## config.mk

```make
export PLATFORM = sky130hd
export DESIGN_NAME = mfde_ctrl
export DESIGN_NICKNAME = d
export VERILOG_FILES = /design/src/rtl/core/mfde_pkg.sv /design/src/rtl/core/mfde_ctrl.sv
export SDC_FILE = /design/constraint.sdc
export NUM_CORES = 1
export LEC_CHECK = 0
export ABC_AREA = 1
export BUFFER_PORTS_ARGS = -buffer_cell sky130_fd_sc_hd__buf_4
export CAP_MARGIN = 0
export CORE_ASPECT_RATIO = 0.6
export CORE_MARGIN = 2
export CORE_UTILIZATION = 30
export DETAILED_ROUTE_END_ITERATION = 6
export GPL_TIMING_DRIVEN = 0
export PLACE_DENSITY_LB_ADDON = 0.2
export SETUP_SLACK_MARGIN = 0.05
export SYNTH_ARGS = -nofsm -noshare
export SYNTH_HDL_FRONTEND = slang
export SYNTH_SLANG_ARGS = --single-unit
```

## constraint.sdc

```tcl
create_clock -name clk -period 2.4 [get_ports clk]
set_clock_uncertainty 0.15 [all_clocks]
set_input_delay 0.24 -clock clk [delete_from_list [all_inputs] [get_ports clk]]
set_output_delay 0.24 -clock clk [all_outputs]
set_load 0.01 [all_outputs]
```

## src/rtl/core/mfde_pkg.sv

```systemverilog
// ----------------------------------------------------------------------------
// mfde_pkg
// shared constants and controller/datapath interface types for the
// monochrome frame store draw engine
// ----------------------------------------------------------------------------
package mfde_pkg;

  localparam int COLUMNS     = 128;
  localparam int ROWS        = 64;
  localparam int PAGES       = 8;
  localparam int STORE_BYTES = PAGES * COLUMNS;
  localparam int ADDR_W      = $clog2(STORE_BYTES);
  localparam int FRAC_BITS   = 10;
  localparam int COORD_W     = 12;
  localparam int DIV_STEPS   = 20;
  localparam int DIV_CNT_W   = $clog2(DIV_STEPS + 1);

  localparam logic [2:0] KIND_PIXEL  = 3'd0;
  localparam logic [2:0] KIND_LINE   = 3'd1;
  localparam logic [2:0] KIND_RECT   = 3'd2;
  localparam logic [2:0] KIND_CIRCLE = 3'd3;
  localparam logic [2:0] KIND_SCROLL = 3'd4;
  localparam logic [2:0] KIND_CLEAR  = 3'd5;
  localparam logic [2:0] KIND_READ   = 3'd6;

  typedef enum logic [3:0] {
    DP_NOP,
    DP_WIPE,
    DP_LOAD,
    DP_LN_SETUP,
    DP_DIV,
    DP_LN_START,
    DP_PLOT_RD,
    DP_PLOT_WR,
    DP_LN_WR,
    DP_CI_ADV,
    DP_SC_HI,
    DP_SC_LO,
    DP_SC_WR,
    DP_RD_BYTE
  } dp_op_t;

  typedef enum logic [1:0] {
    PT_CMD,
    PT_LINE,
    PT_CIRC
  } pt_sel_t;

  typedef struct packed {
    dp_op_t     op;
    pt_sel_t    pt_sel;
    logic [1:0] seg;
    logic [2:0] oct;
  } dp_cmd_t;

  typedef struct packed {
    logic       sweep_last;
    logic       div_last;
    logic       line_last;
    logic       circ_more;
    logic [2:0] kind;
    logic [7:0] rd_data;
  } dp_sts_t;

endpackage

```

## src/rtl/core/mfde_ctrl.sv

```systemverilog
// ----------------------------------------------------------------------------
// mfde_ctrl
// command sequencer: steps the datapath through each command and holds
// the result register
// ----------------------------------------------------------------------------
module mfde_ctrl (
  input  logic              clk,
  input  logic              rst_n,
  input  logic              in_valid,
  output logic              in_stall,
  input  logic [2:0]        in_kind,
  output logic              out_valid,
  input  logic              out_stall,
  output logic [2:0]        out_done_kind,
  output logic [7:0]        out_read_data,
  output mfde_pkg::dp_cmd_t cmd,
  input  mfde_pkg::dp_sts_t sts
);
  import mfde_pkg::*;

  typedef enum logic [4:0] {
    S_WIPE, S_IDLE, S_PX_RD, S_PX_WR, S_LN_SETUP, S_DIV, S_LN_START,
    S_LN_RD, S_LN_WR, S_CI_CHK, S_CI_RD, S_CI_WR, S_CI_ADV,
    S_SC_HI, S_SC_LO, S_SC_WR, S_CLEAR, S_RB, S_FIN
  } state_t;

  state_t     state_r, state_nxt;
  logic [1:0] seg_r, seg_nxt;
  logic [2:0] oct_r, oct_nxt;
  logic       out_valid_r, out_valid_nxt;
  logic [2:0] out_kind_r, out_kind_nxt;
  logic [7:0] out_data_r, out_data_nxt;

  assign in_stall      = state_r != S_IDLE;
  assign out_valid     = out_valid_r;
  assign out_done_kind = out_kind_r;
  assign out_read_data = out_data_r;

  always_comb begin
    state_nxt     = state_r;
    seg_nxt       = seg_r;
    oct_nxt       = oct_r;
    out_valid_nxt = out_valid_r && out_stall;
    out_kind_nxt  = out_kind_r;
    out_data_nxt  = out_data_r;
    cmd.op        = DP_NOP;
    cmd.pt_sel    = PT_CMD;
    cmd.seg       = seg_r;
    cmd.oct       = oct_r;
    unique case (state_r)
      S_WIPE: begin
        cmd.op = DP_WIPE;
        if (sts.sweep_last) state_nxt = S_IDLE;
      end
      S_IDLE: begin
        if (in_valid) begin
          cmd.op  = DP_LOAD;
          seg_nxt = 2'd0;
          oct_nxt = 3'd0;
          unique case (in_kind)
            KIND_PIXEL:  state_nxt = S_PX_RD;
            KIND_LINE,
            KIND_RECT:   state_nxt = S_LN_SETUP;
            KIND_CIRCLE: state_nxt = S_CI_CHK;
            KIND_SCROLL: state_nxt = S_SC_HI;
            KIND_CLEAR:  state_nxt = S_CLEAR;
            KIND_READ:   state_nxt = S_RB;
            default:     state_nxt = S_FIN;
          endcase
        end
      end
      S_PX_RD: begin
        cmd.op    = DP_PLOT_RD;
        state_nxt = S_PX_WR;
      end
      S_PX_WR: begin
        cmd.op    = DP_PLOT_WR;
        state_nxt = S_FIN;
      end
      S_LN_SETUP: begin
        cmd.op    = DP_LN_SETUP;
        state_nxt = S_DIV;
      end
      S_DIV: begin
        cmd.op = DP_DIV;
        if (sts.div_last) state_nxt = S_LN_START;
      end
      S_LN_START: begin
        cmd.op    = DP_LN_START;
        state_nxt = S_LN_RD;
      end
      S_LN_RD: begin
        cmd.op     = DP_PLOT_RD;
        cmd.pt_sel = PT_LINE;
        state_nxt  = S_LN_WR;
      end
      S_LN_WR: begin
        cmd.op = DP_LN_WR;
        priority if (!sts.line_last) begin
          state_nxt = S_LN_RD;
        end else if (sts.kind == KIND_RECT && seg_r != 2'd3) begin
          seg_nxt   = seg_r + 1'b1;
          state_nxt = S_LN_SETUP;
        end else begin
          state_nxt = S_FIN;
        end
      end
      S_CI_CHK: begin
        oct_nxt   = 3'd0;
        state_nxt = sts.circ_more ? S_CI_RD : S_FIN;
      end
      S_CI_RD: begin
        cmd.op     = DP_PLOT_RD;
        cmd.pt_sel = PT_CIRC;
        state_nxt  = S_CI_WR;
      end
      S_CI_WR: begin
        cmd.op  = DP_PLOT_WR;
        oct_nxt = oct_r + 1'b1;
        state_nxt = (oct_r == 3'd7) ? S_CI_ADV : S_CI_RD;
      end
      S_CI_ADV: begin
        cmd.op    = DP_CI_ADV;
        state_nxt = S_CI_CHK;
      end
      S_SC_HI: begin
        cmd.op    = DP_SC_HI;
        state_nxt = S_SC_LO;
      end
      S_SC_LO: begin
        cmd.op    = DP_SC_LO;
        state_nxt = S_SC_WR;
      end
      S_SC_WR: begin
        cmd.op    = DP_SC_WR;
        state_nxt = sts.sweep_last ? S_FIN : S_SC_HI;
      end
      S_CLEAR: begin
        cmd.op = DP_WIPE;
        if (sts.sweep_last) state_nxt = S_FIN;
      end
      S_RB: begin
        cmd.op    = DP_RD_BYTE;
        state_nxt = S_FIN;
      end
      S_FIN: begin
        if (!out_valid_r || !out_stall) begin
          out_valid_nxt = 1'b1;
          out_kind_nxt  = sts.kind;
          out_data_nxt  = sts.rd_data;
          state_nxt     = S_IDLE;
        end
      end
      default: state_nxt = S_IDLE;
    endcase
  end

  always_ff @(posedge clk) begin
    if (!rst_n) begin
      state_r     <= S_WIPE;
      seg_r       <= '0;
      oct_r       <= '0;
      out_valid_r <= 1'b0;
    end else begin
      state_r     <= state_nxt;
      seg_r       <= seg_nxt;
      oct_r       <= oct_nxt;
      out_valid_r <= out_valid_nxt;
    end
    out_kind_r <= out_kind_nxt;
    out_data_r <= out_data_nxt;
  end

endmodule

```

==> flow_metrics.env, run 1 <==
export IMPL_syn_num_nets=230
export IMPL_drive_gt1_frac=0.2481
export IMPL_synth_cells=205
export IMPL_clk_latency_ns=0.26
export IMPL_arrival_ns=1.92
export IMPL_cts_htree_levels=1
export IMPL_grt_pass1_wl_mm=6.313
export IMPL_gr_total_overflow=0
export IMPL_maxSlewViolCount=0
export IMPL_core_area_um2=4517
export IMPL_cts_num_sinks=22
export IMPL_grt_antenna_before_repair=0
export IMPL_ir_drop_uv=223.5
export IMPL_tightest_slew_ns=0.8951
export IMPL_power_total_mw=1.553
export IMPL_antenna_left=0
export IMPL_cts_tree="done"
export IMPL_drcViolationCount=0
export IMPL_dr_pass1_iters=4
export IMPL_clkTransAtPathRegs_ns=0.08
export IMPL_numCtsBuffers=3
export IMPL_critPathKind="reg2reg"
export IMPL_cts_buffer_depth=2
export IMPL_num_vias=1487
export IMPL_startpoint_type="register"
export IMPL_max_freq_mhz=459.1
export IMPL_timing_hold_ws_ns=0.01778
export IMPL_end_kind="register"
export IMPL_fin_crit_sh=0.9076
export IMPL_worstPathRequired_ns=2.14
export IMPL_routed_wl_mm=3.900
export IMPL_period_minus_slack_ns=2.178
export IMPL_cts_setup_buffers=0
export IMPL_grt_setup_unrepaired="false"
export IMPL_synth_seq_area_share=0.3943
export IMPL_synth_top_cell_by_area="edfxtp_1"
export IMPL_tns_ns=0
export IMPL_yosys_cell_types_count=21
export IMPL_yosys_warnings=0
export IMPL_crit_fanout=11
export IMPL_postSynth_topFlopCell="edfxtp_1"
export IMPL_hp_class="in2reg"
export IMPL_layout_common_cells="nand2_1 (59), buf_4 (46), nor2_1 (37)"
export IMPL_layout_nets=288
export IMPL_p_per_area_nw_per_um2=801.3
export IMPL_dieHeight_um=56.85
export IMPL_ys_top_cells_by_area="edfxtp_1 (24%), nand2_1 (16%), dfxtp_1 (16%)"
export IMPL_async_reset_ff_frac=0
export IMPL_dp_slack_ns=0.2229
export IMPL_root_buffer="clkbuf_8"
export IMPL_grt_use_total=0.1542
export IMPL_final_common_cell="nand2_1"
export IMPL_diodes=0
export IMPL_status="finished, final reports clean"
export IMPL_die_w_um=92.08
export IMPL_io_pins=46
export IMPL_grt_max_degree=13
export IMPL_leakage_nw=0.9440
export IMPL_gp_congestion=0.9435
export IMPL_hold_viol_final=0
export IMPL_die_area_um2=5234
export IMPL_grt_pass1_vias=1288
export IMPL_yosysTopAreaCellShare=0.2366
export IMPL_drt_iter0_markers=195
export IMPL_dp_hpwl_mm=3.148
export IMPL_relSlewSlack=0.4011
export IMPL_syn_avg_cell_area_um2=6.811
export IMPL_vias_per_cell=4.575
export IMPL_syn_area_um2=1396
export IMPL_synth_edf_count=11
export IMPL_avgRoutedWirePerCell_um=12.00
export IMPL_synthToLayoutAreaGrowth_pct=38.80
export IMPL_portBuffers=45
export IMPL_fp_row_count=19
export IMPL_cap_violations=0
export IMPL_setup_ws_ns=0.2218
export IMPL_initial_utilization=0.3091
export IMPL_ys_ff_latch=22
export IMPL_setup_viol=0
export IMPL_cts_resized=0
-- worst max-delay path: stages (launching register included) --
cell and delay [ns]:
dfxtp_1 0.31, buf_4 0.17, nor2_4 0.20, nand2_1 0.07, nor2_1 0.14, inv_1 0.07
nor2_1 0.68
-- Yosys cell counts (2+ instances only) --
cell type and number:
nand2_2 6, nand4_1 4, a21oi_1 11, inv_2 2
nand2_1 59, edfxtp_1 11, nor2_2 3, o2111ai_1 2
nor2_1 37, nor2_4 4, inv_1 21, ha_1 3
dfxtp_1 11, nand3_1 22, o21ai_0 3
-- report_power, final --
part           switching, mW  total, mW  internal [mW]
clock network          0.115      0.229          0.114
logic                  0.518      0.832          0.314
registers             0.0593      0.492          0.433
-- path summary, 6_finish.rpt --
check,start,endpoint,slack [ns],cells after the start
worst min register to register,oct_r[1],oct_r[1],0.34,2
worst max register to register,state_r[3],out_done_kind[2],0.22,6
worst max-delay path,state_r[3],out_done_kind[2],0.22,6
worst min-delay path,sts[10],out_done_kind[2],0.02,1
-- cell families (layout without fill, tap and decap cells) --
group           Yosys count  count (layout)  synth area share
simple gates            137             137            0.4364
buf+inv                  25              82           0.06990
flops                    22              22            0.3943
compound gates           18              18           0.07258
fa+ha+maj                 3               3           0.02688
-- what timing repair did --
item                                    in CTS  in global routing
hold buffers                                 7                  1
endpoints found under the setup margin       0                  0
endpoints found under the hold margin        7                  1
-- metal layers --
metal	up-vias	global-route usage	routed length, µm
met3	2	0.04430	376
met5	-	0	0
met1	645	0.2566	2070
met2	60	0.1880	1444
met4	0	0.02772	9
li1	780	-	-
-- final cells by class --
class	instances	area [µm²]
Fill cell	490	2579
Inverter	24	90.09
Buffer	1	7.507
Sequential cell	22	550.5
Tap cell	63	78.83
Clock buffer	3	41.29
Timing Repair Buffer	53	417.9
Clock inverter	1	3.754
Multi-Input combinational cell	158	748.2
-- registers in the layout, summed over array words and instances, names as in the netlist --
name,cells
state_r,5
seg_r,2
out_done_kind,3
out_read_data,8
oct_r,3
out_valid,1
-- metrics by stage --
step             util  cells  cell area [µm²]
5_1_grt        0.4291    325             1938
3_3_place_gp   0.4014    313             1813
6_report       0.4291    325             1938
4_1_cts        0.4269    324             1928
3_5_place_dp   0.4014    313             1813
2_1_floorplan       -    205             1396
Note: power is estimated with default switching activity, not from simulation.
==> run 2: changes to the inputs <==
- clock period: 2.4 -> 2.1 ns (I/O delays scaled with it)
==> flow_metrics.env, run 2 (synthesis results as in run 1) <==
export IMPL_status="finished, final reports clean"
export IMPL_crit_fanout=8
export IMPL_layout_nets=291
export IMPL_cts_tree="done"
export IMPL_worstHoldStart="rst_n"
export IMPL_grt_antenna_before_repair=0
export IMPL_dp_cells=313
export IMPL_gr_total_overflow=0
export IMPL_period_minus_slack_ns=1.918
export IMPL_worstPathRequired_ns=1.74
export IMPL_p_comb_frac=0.537
export IMPL_end_kind="output pin"
export IMPL_fillers=485
export IMPL_slowest_delay_ns=0.32
export IMPL_cap_violations=0
export IMPL_diodes=0
export IMPL_reg2reg_from="state_r[3]"
export IMPL_numCtsBuffers=3
export IMPL_setup_viol=0
export IMPL_avgRoutedWirePerCell_um=11.96
export IMPL_antenna_left=0
export IMPL_max_freq_mhz=521.3
export IMPL_grt_max_degree=13
export IMPL_layout_common_cells="nand2_1 (59), buf_4 (46), nor2_1 (35)"
export IMPL_portBuffers=45
export IMPL_largest_register_ffs=8
export IMPL_fp_row_count=19
export IMPL_switching_share=0.4446
export IMPL_final_instance_count_excl_fill=328
export IMPL_hold_depth=3
export IMPL_power_total_mw=1.783
export IMPL_timing_hold_ws_ns=0.04013
export IMPL_hold_end="seg_r[0]"
export IMPL_io_pins=46
export IMPL_die_w_um=92.08
export IMPL_p_per_area_nw_per_um2=900.7
export IMPL_startpoint_type="register"
export IMPL_die_area_um2=5234
export IMPL_grt_pass1_wl_mm=6.368
export IMPL_cp_top_family="buffers and inverters"
export IMPL_cts_setup_buffers=0
export IMPL_routed_wl_mm=3.922
export IMPL_dp_hpwl_mm=3.148
export IMPL_cts_htree_levels=1
export IMPL_synthToLayoutAreaGrowth_pct=41.76
export IMPL_fin_crit_sh=0.9135
export IMPL_pwr_share_clk=0.147
export IMPL_ir_drop_uv=256.9
export IMPL_hp_class="in2reg"
export IMPL_dieHeight_um=56.85
export IMPL_gp_congestion=0.9435
export IMPL_grt_use_total=0.1559
export IMPL_drcViolationCount=0
export IMPL_cp_cell_sequence="buf_4 > inv_1 > nand3_1 > nor2_1 > nor2_1 > o2111ai_1 > buf_4"
export IMPL_reg2regPathDepth=6
export IMPL_critPathSlowestCell="dfxtp_1"
export IMPL_drive_gt1_frac=0.2566
export IMPL_arrival_ns=1.56
export IMPL_final_core_util=0.4382
export IMPL_initial_utilization=0.3091
export IMPL_dr_pass1_iters=4
export IMPL_cts_num_sinks=22
export IMPL_root_buffer="clkbuf_8"
export IMPL_core_area_um2=4517
export IMPL_hold_viol_final=0
export IMPL_vias_per_cell=4.655
export IMPL_final_common_cell="nand2_1"
export IMPL_switching_power_mw=0.7926
export IMPL_r2r_end="out_done_kind[2]"
export IMPL_reg2reg_slack_ns=0.34
export IMPL_grt_setup_unrepaired="false"
export IMPL_pwr_share_seq=0.316
export IMPL_grt_pass1_vias=1288
export IMPL_cts_buffer_depth=2
export IMPL_critPathKind="reg2out"
export IMPL_maxSlewViolCount=0
export IMPL_clk_latency_ns=0.26
export IMPL_drt_iter0_markers=182
export IMPL_relSlewSlack=0.7784
export IMPL_p_int_mw=0.9901
export IMPL_clkTransAtPathRegs_ns=0.08
export IMPL_tightest_slew_ns=0.3320
export IMPL_worst_path_buf_inv=3
export IMPL_num_vias=1527
export IMPL_leakage_nw=0.9567
## run 2: worst reg2reg max path: cells and delay by family (launching register included)
kind | cells | cell delay [ns]
simple gates | 4 | 0.70
flops | 1 | 0.31
buf+inv | 2 | 0.28
## run 2: repair_timing
| item | 4_1_cts | 5_1_grt |
|---|---|---|
| setup endpoints to repair | 11 | 13 |
| hold buffers | 11 | 0 |
| resized for setup | 1 | 3 |
| endpoints found under the hold margin | 11 | 0 |
| cloned | 0 | 0 |
## run 2: how the worst max path moves through the flow
stage | cells after the start | slack [ns] | end | startpoint
3_5_place_dp | 6 | -0.08 | out_done_kind[2] | state_r[3]
6_report | 7 | 0.18 | cmd[9] | state_r[3]
4_1_cts | 6 | 0.11 | cmd[9] | state_r[4]
5_1_grt | 7 | 0.06 | cmd[9] | state_r[3]
3_3_place_gp | 6 | -0.09 | out_done_kind[2] | state_r[3]
2_1_floorplan | 6 | 0.26 | out_done_kind[0] | state_r[3]
## run 2: cell type report
class / instances / area (µm²) / share of cell area
buffer: 1 / 7.507 / 0.003793
inverter: 24 / 90.09 / 0.04551
sequential: 22 / 551.8 / 0.2788
multi-input combinational: 158 / 758.2 / 0.3831
timing repair buffer: 56 / 447.9 / 0.2263
clock inverter: 1 / 3.754 / 0.001896
tap: 63 / 78.83 / 0.03982
clock buffer: 3 / 41.29 / 0.02086
## run 2: metal layers
layer,wire length (µm),GRT usage,vias up
met4,16,0.02772,0
met1,2013,0.2616,663
met3,434,0.04430,4
met5,0,0,-
li1,-,-,785
met2,1458,0.1880,75
## run 2: power by group through the flow
stage | logic [mW] | registers [mW] | clock network, mW
6_report | 0.957 | 0.564 | 0.262
5_1_grt | 1.07 | 0.575 | 0.294
4_1_cts | 0.949 | 0.561 | 0.271
3_5_place_dp | 0.930 | 0.571 | 0
3_3_place_gp | 0.935 | 0.570 | 0
2_1_floorplan | 0.632 | 0.562 | 0
## run 2: metrics by stage
stage	worst slack [ns]	instance area, µm²	setup TNS (ns)
2_1_floorplan	0.2596	1396	0
3_3_place_gp	-0.09455	1813	-1.035
3_5_place_dp	-0.07712	1813	-0.8441
4_1_cts	0.1100	1971	0
5_1_grt	0.05957	1979	0
6_report	0.1816	1979	0
==> run 3: changes to the inputs <==
- RECOVER_POWER: default -> 50
==> flow_metrics.env, run 3 (synthesis results as in run 1) <==
export IMPL_status="finished, final reports clean"
export IMPL_crit_fanout=8
export IMPL_pwr_share_seq=0.318
export IMPL_avgRoutedWirePerCell_um=12.01
export IMPL_ir_drop_uv=255.7
export IMPL_vias_per_cell=4.726
export IMPL_cts_setup_buffers=0
export IMPL_drive_gt1_frac=0.1887
export IMPL_p_int_mw=0.9787
export IMPL_critPathSlowestCell="dfxtp_1"
export IMPL_startpoint_type="register"
export IMPL_grt_antenna_before_repair=0
export IMPL_gr_total_overflow=0
export IMPL_routed_wl_mm=3.938
export IMPL_relSlewSlack=0.7809
export IMPL_cts_buffer_depth=2
export IMPL_io_pins=46
export IMPL_cts_tree="done"
export IMPL_dp_hpwl_mm=3.148
export IMPL_leakage_nw=0.8857
export IMPL_gp_congestion=0.9435
export IMPL_clk_latency_ns=0.26
export IMPL_switching_power_mw=0.7964
export IMPL_critPathKind="reg2out"
export IMPL_p_comb_frac=0.533
export IMPL_grt_use_total=0.1559
export IMPL_switching_share=0.4487
export IMPL_drt_iter0_markers=137
export IMPL_end_kind="output pin"
export IMPL_cp_top_family="simple AND/OR/NAND/NOR gates"
export IMPL_grt_setup_unrepaired="false"
export IMPL_worstPathRequired_ns=1.74
export IMPL_cap_violations=0
export IMPL_cts_num_sinks=22
export IMPL_place_area_um2=1813
export IMPL_grt_pass1_vias=1288
export IMPL_cts_htree_levels=1
export IMPL_root_buffer="clkbuf_8"
export IMPL_tightest_slew_ns=0.3278
export IMPL_fin_crit_sh=0.9122
export IMPL_die_w_um=92.08
export IMPL_worst_path_buf_inv=2
export IMPL_diodes=0
export IMPL_stdcell_area_um2=1912
export IMPL_tns_ns=0
export IMPL_cp_cell_sequence="buf_4 > nor2_4 > nand2_2 > nor2_4 > nand2_1 > nand4_1 > buf_4"
export IMPL_hold_viol_final=0
export IMPL_layout_nets=291
export IMPL_clkTransAtPathRegs_ns=0.08
export IMPL_arrival_ns=1.56
export IMPL_dieHeight_um=56.85
export IMPL_dr_pass1_iters=5
export IMPL_fp_row_count=19
export IMPL_portBuffers=45
export IMPL_pwr_share_clk=0.149
export IMPL_largest_register_ffs=8
export IMPL_final_common_cell="nand2_1"
export IMPL_drcViolationCount=0
export IMPL_antenna_left=0
export IMPL_setup_viol=0
export IMPL_period_minus_slack_ns=1.916
export IMPL_num_vias=1550
export IMPL_slowest_delay_ns=0.31
export IMPL_dp_slack_ns=-0.07712
export IMPL_p_per_area_nw_per_um2=928.5
export IMPL_initial_utilization=0.3091
export IMPL_maxSlewViolCount=0
export IMPL_hp_class="in2reg"
export IMPL_setup_ws_ns=0.1845
export IMPL_layout_common_cells="nand2_1 (59), nor2_1 (35), nand3_1 (22)"
export IMPL_timing_hold_ws_ns=0.04109
export IMPL_grt_pass1_wl_mm=6.368
export IMPL_grt_max_degree=13
export IMPL_die_area_um2=5234
export IMPL_synthToLayoutAreaGrowth_pct=36.92
export IMPL_max_freq_mhz=522.0
export IMPL_power_total_mw=1.775
export IMPL_core_area_um2=4517
export IMPL_numCtsBuffers=3
[run 3: changes by cell type in the layout (fill, tap and decap cells not counted)]
cell,change
clkbuf_1,+18
clkbuf_4,+10
buf_4,-28
[run 3: final timing paths]
check | start | end | slack [ns] | cells after the start
setup / recovery | state_r[3] | cmd[8] | 0.18 | 7
hold / removal | rst_n | seg_r[0] | 0.04 | 3
setup reg to reg | state_r[3] | out_read_data[2] | 0.33 | 6
hold reg to reg | oct_r[1] | oct_r[1] | 0.34 | 2
[run 3: cell type report]
cell class                      instances  area [µm²]
Timing Repair Buffer                   56       380.4
Multi-Input combinational cell        158       758.2
Tap cell                               63       78.83
Inverter                               24       90.09
Fill cell                             500        2605
Clock buffer                            3       41.29
Buffer                                  1       7.507
Sequential cell                        22       551.8
Clock inverter                          1       3.754
[run 3: repair_timing]
item	in CTS	in global routing
hold buffers	11	0
setup endpoints to repair	11	13
gates resized for setup	1	3
hold endpoints to repair	11	0
[run 3: worst reg2reg max path, stage by stage, from the launching register on]
cell and delay (ns):
dfxtp_1 0.31, buf_4 0.18, nor2_4 0.20, nand2_1 0.08, nor2_1 0.14, inv_1 0.10, nor2_4 0.28
[run 3: power groups by stage]
stage / Clock [mW] / Sequential [mW] / Combinational [mW]
4_1_cts: 0.271 / 0.561 / 0.949
3_5_place_dp: 0 / 0.571 / 0.930
5_1_grt: 0.294 / 0.574 / 1.06
2_1_floorplan: 0 / 0.562 / 0.632
6_report: 0.264 / 0.564 / 0.947
3_3_place_gp: 0 / 0.570 / 0.935
[run 3: routing by layer]
| layer | vias up | routed length (µm) | track usage |
|---|---|---|---|
| li1 | 790 | - | - |
| met1 | 685 | 2104 | 0.2616 |
| met2 | 71 | 1455 | 0.1880 |
| met3 | 4 | 360 | 0.04430 |
| met4 | 0 | 17 | 0.02772 |
| met5 | - | 0 | 0 |
[run 3: stage by stage]
| step | std cells | util |
|---|---|---|
| after floorplan | 205 | - |
| after global placement | 313 | 0.4014 |
| after detailed placement | 313 | 0.4014 |
| after CTS | 328 | 0.4363 |
| after global routing | 328 | 0.4233 |
| final | 328 | 0.4233 |
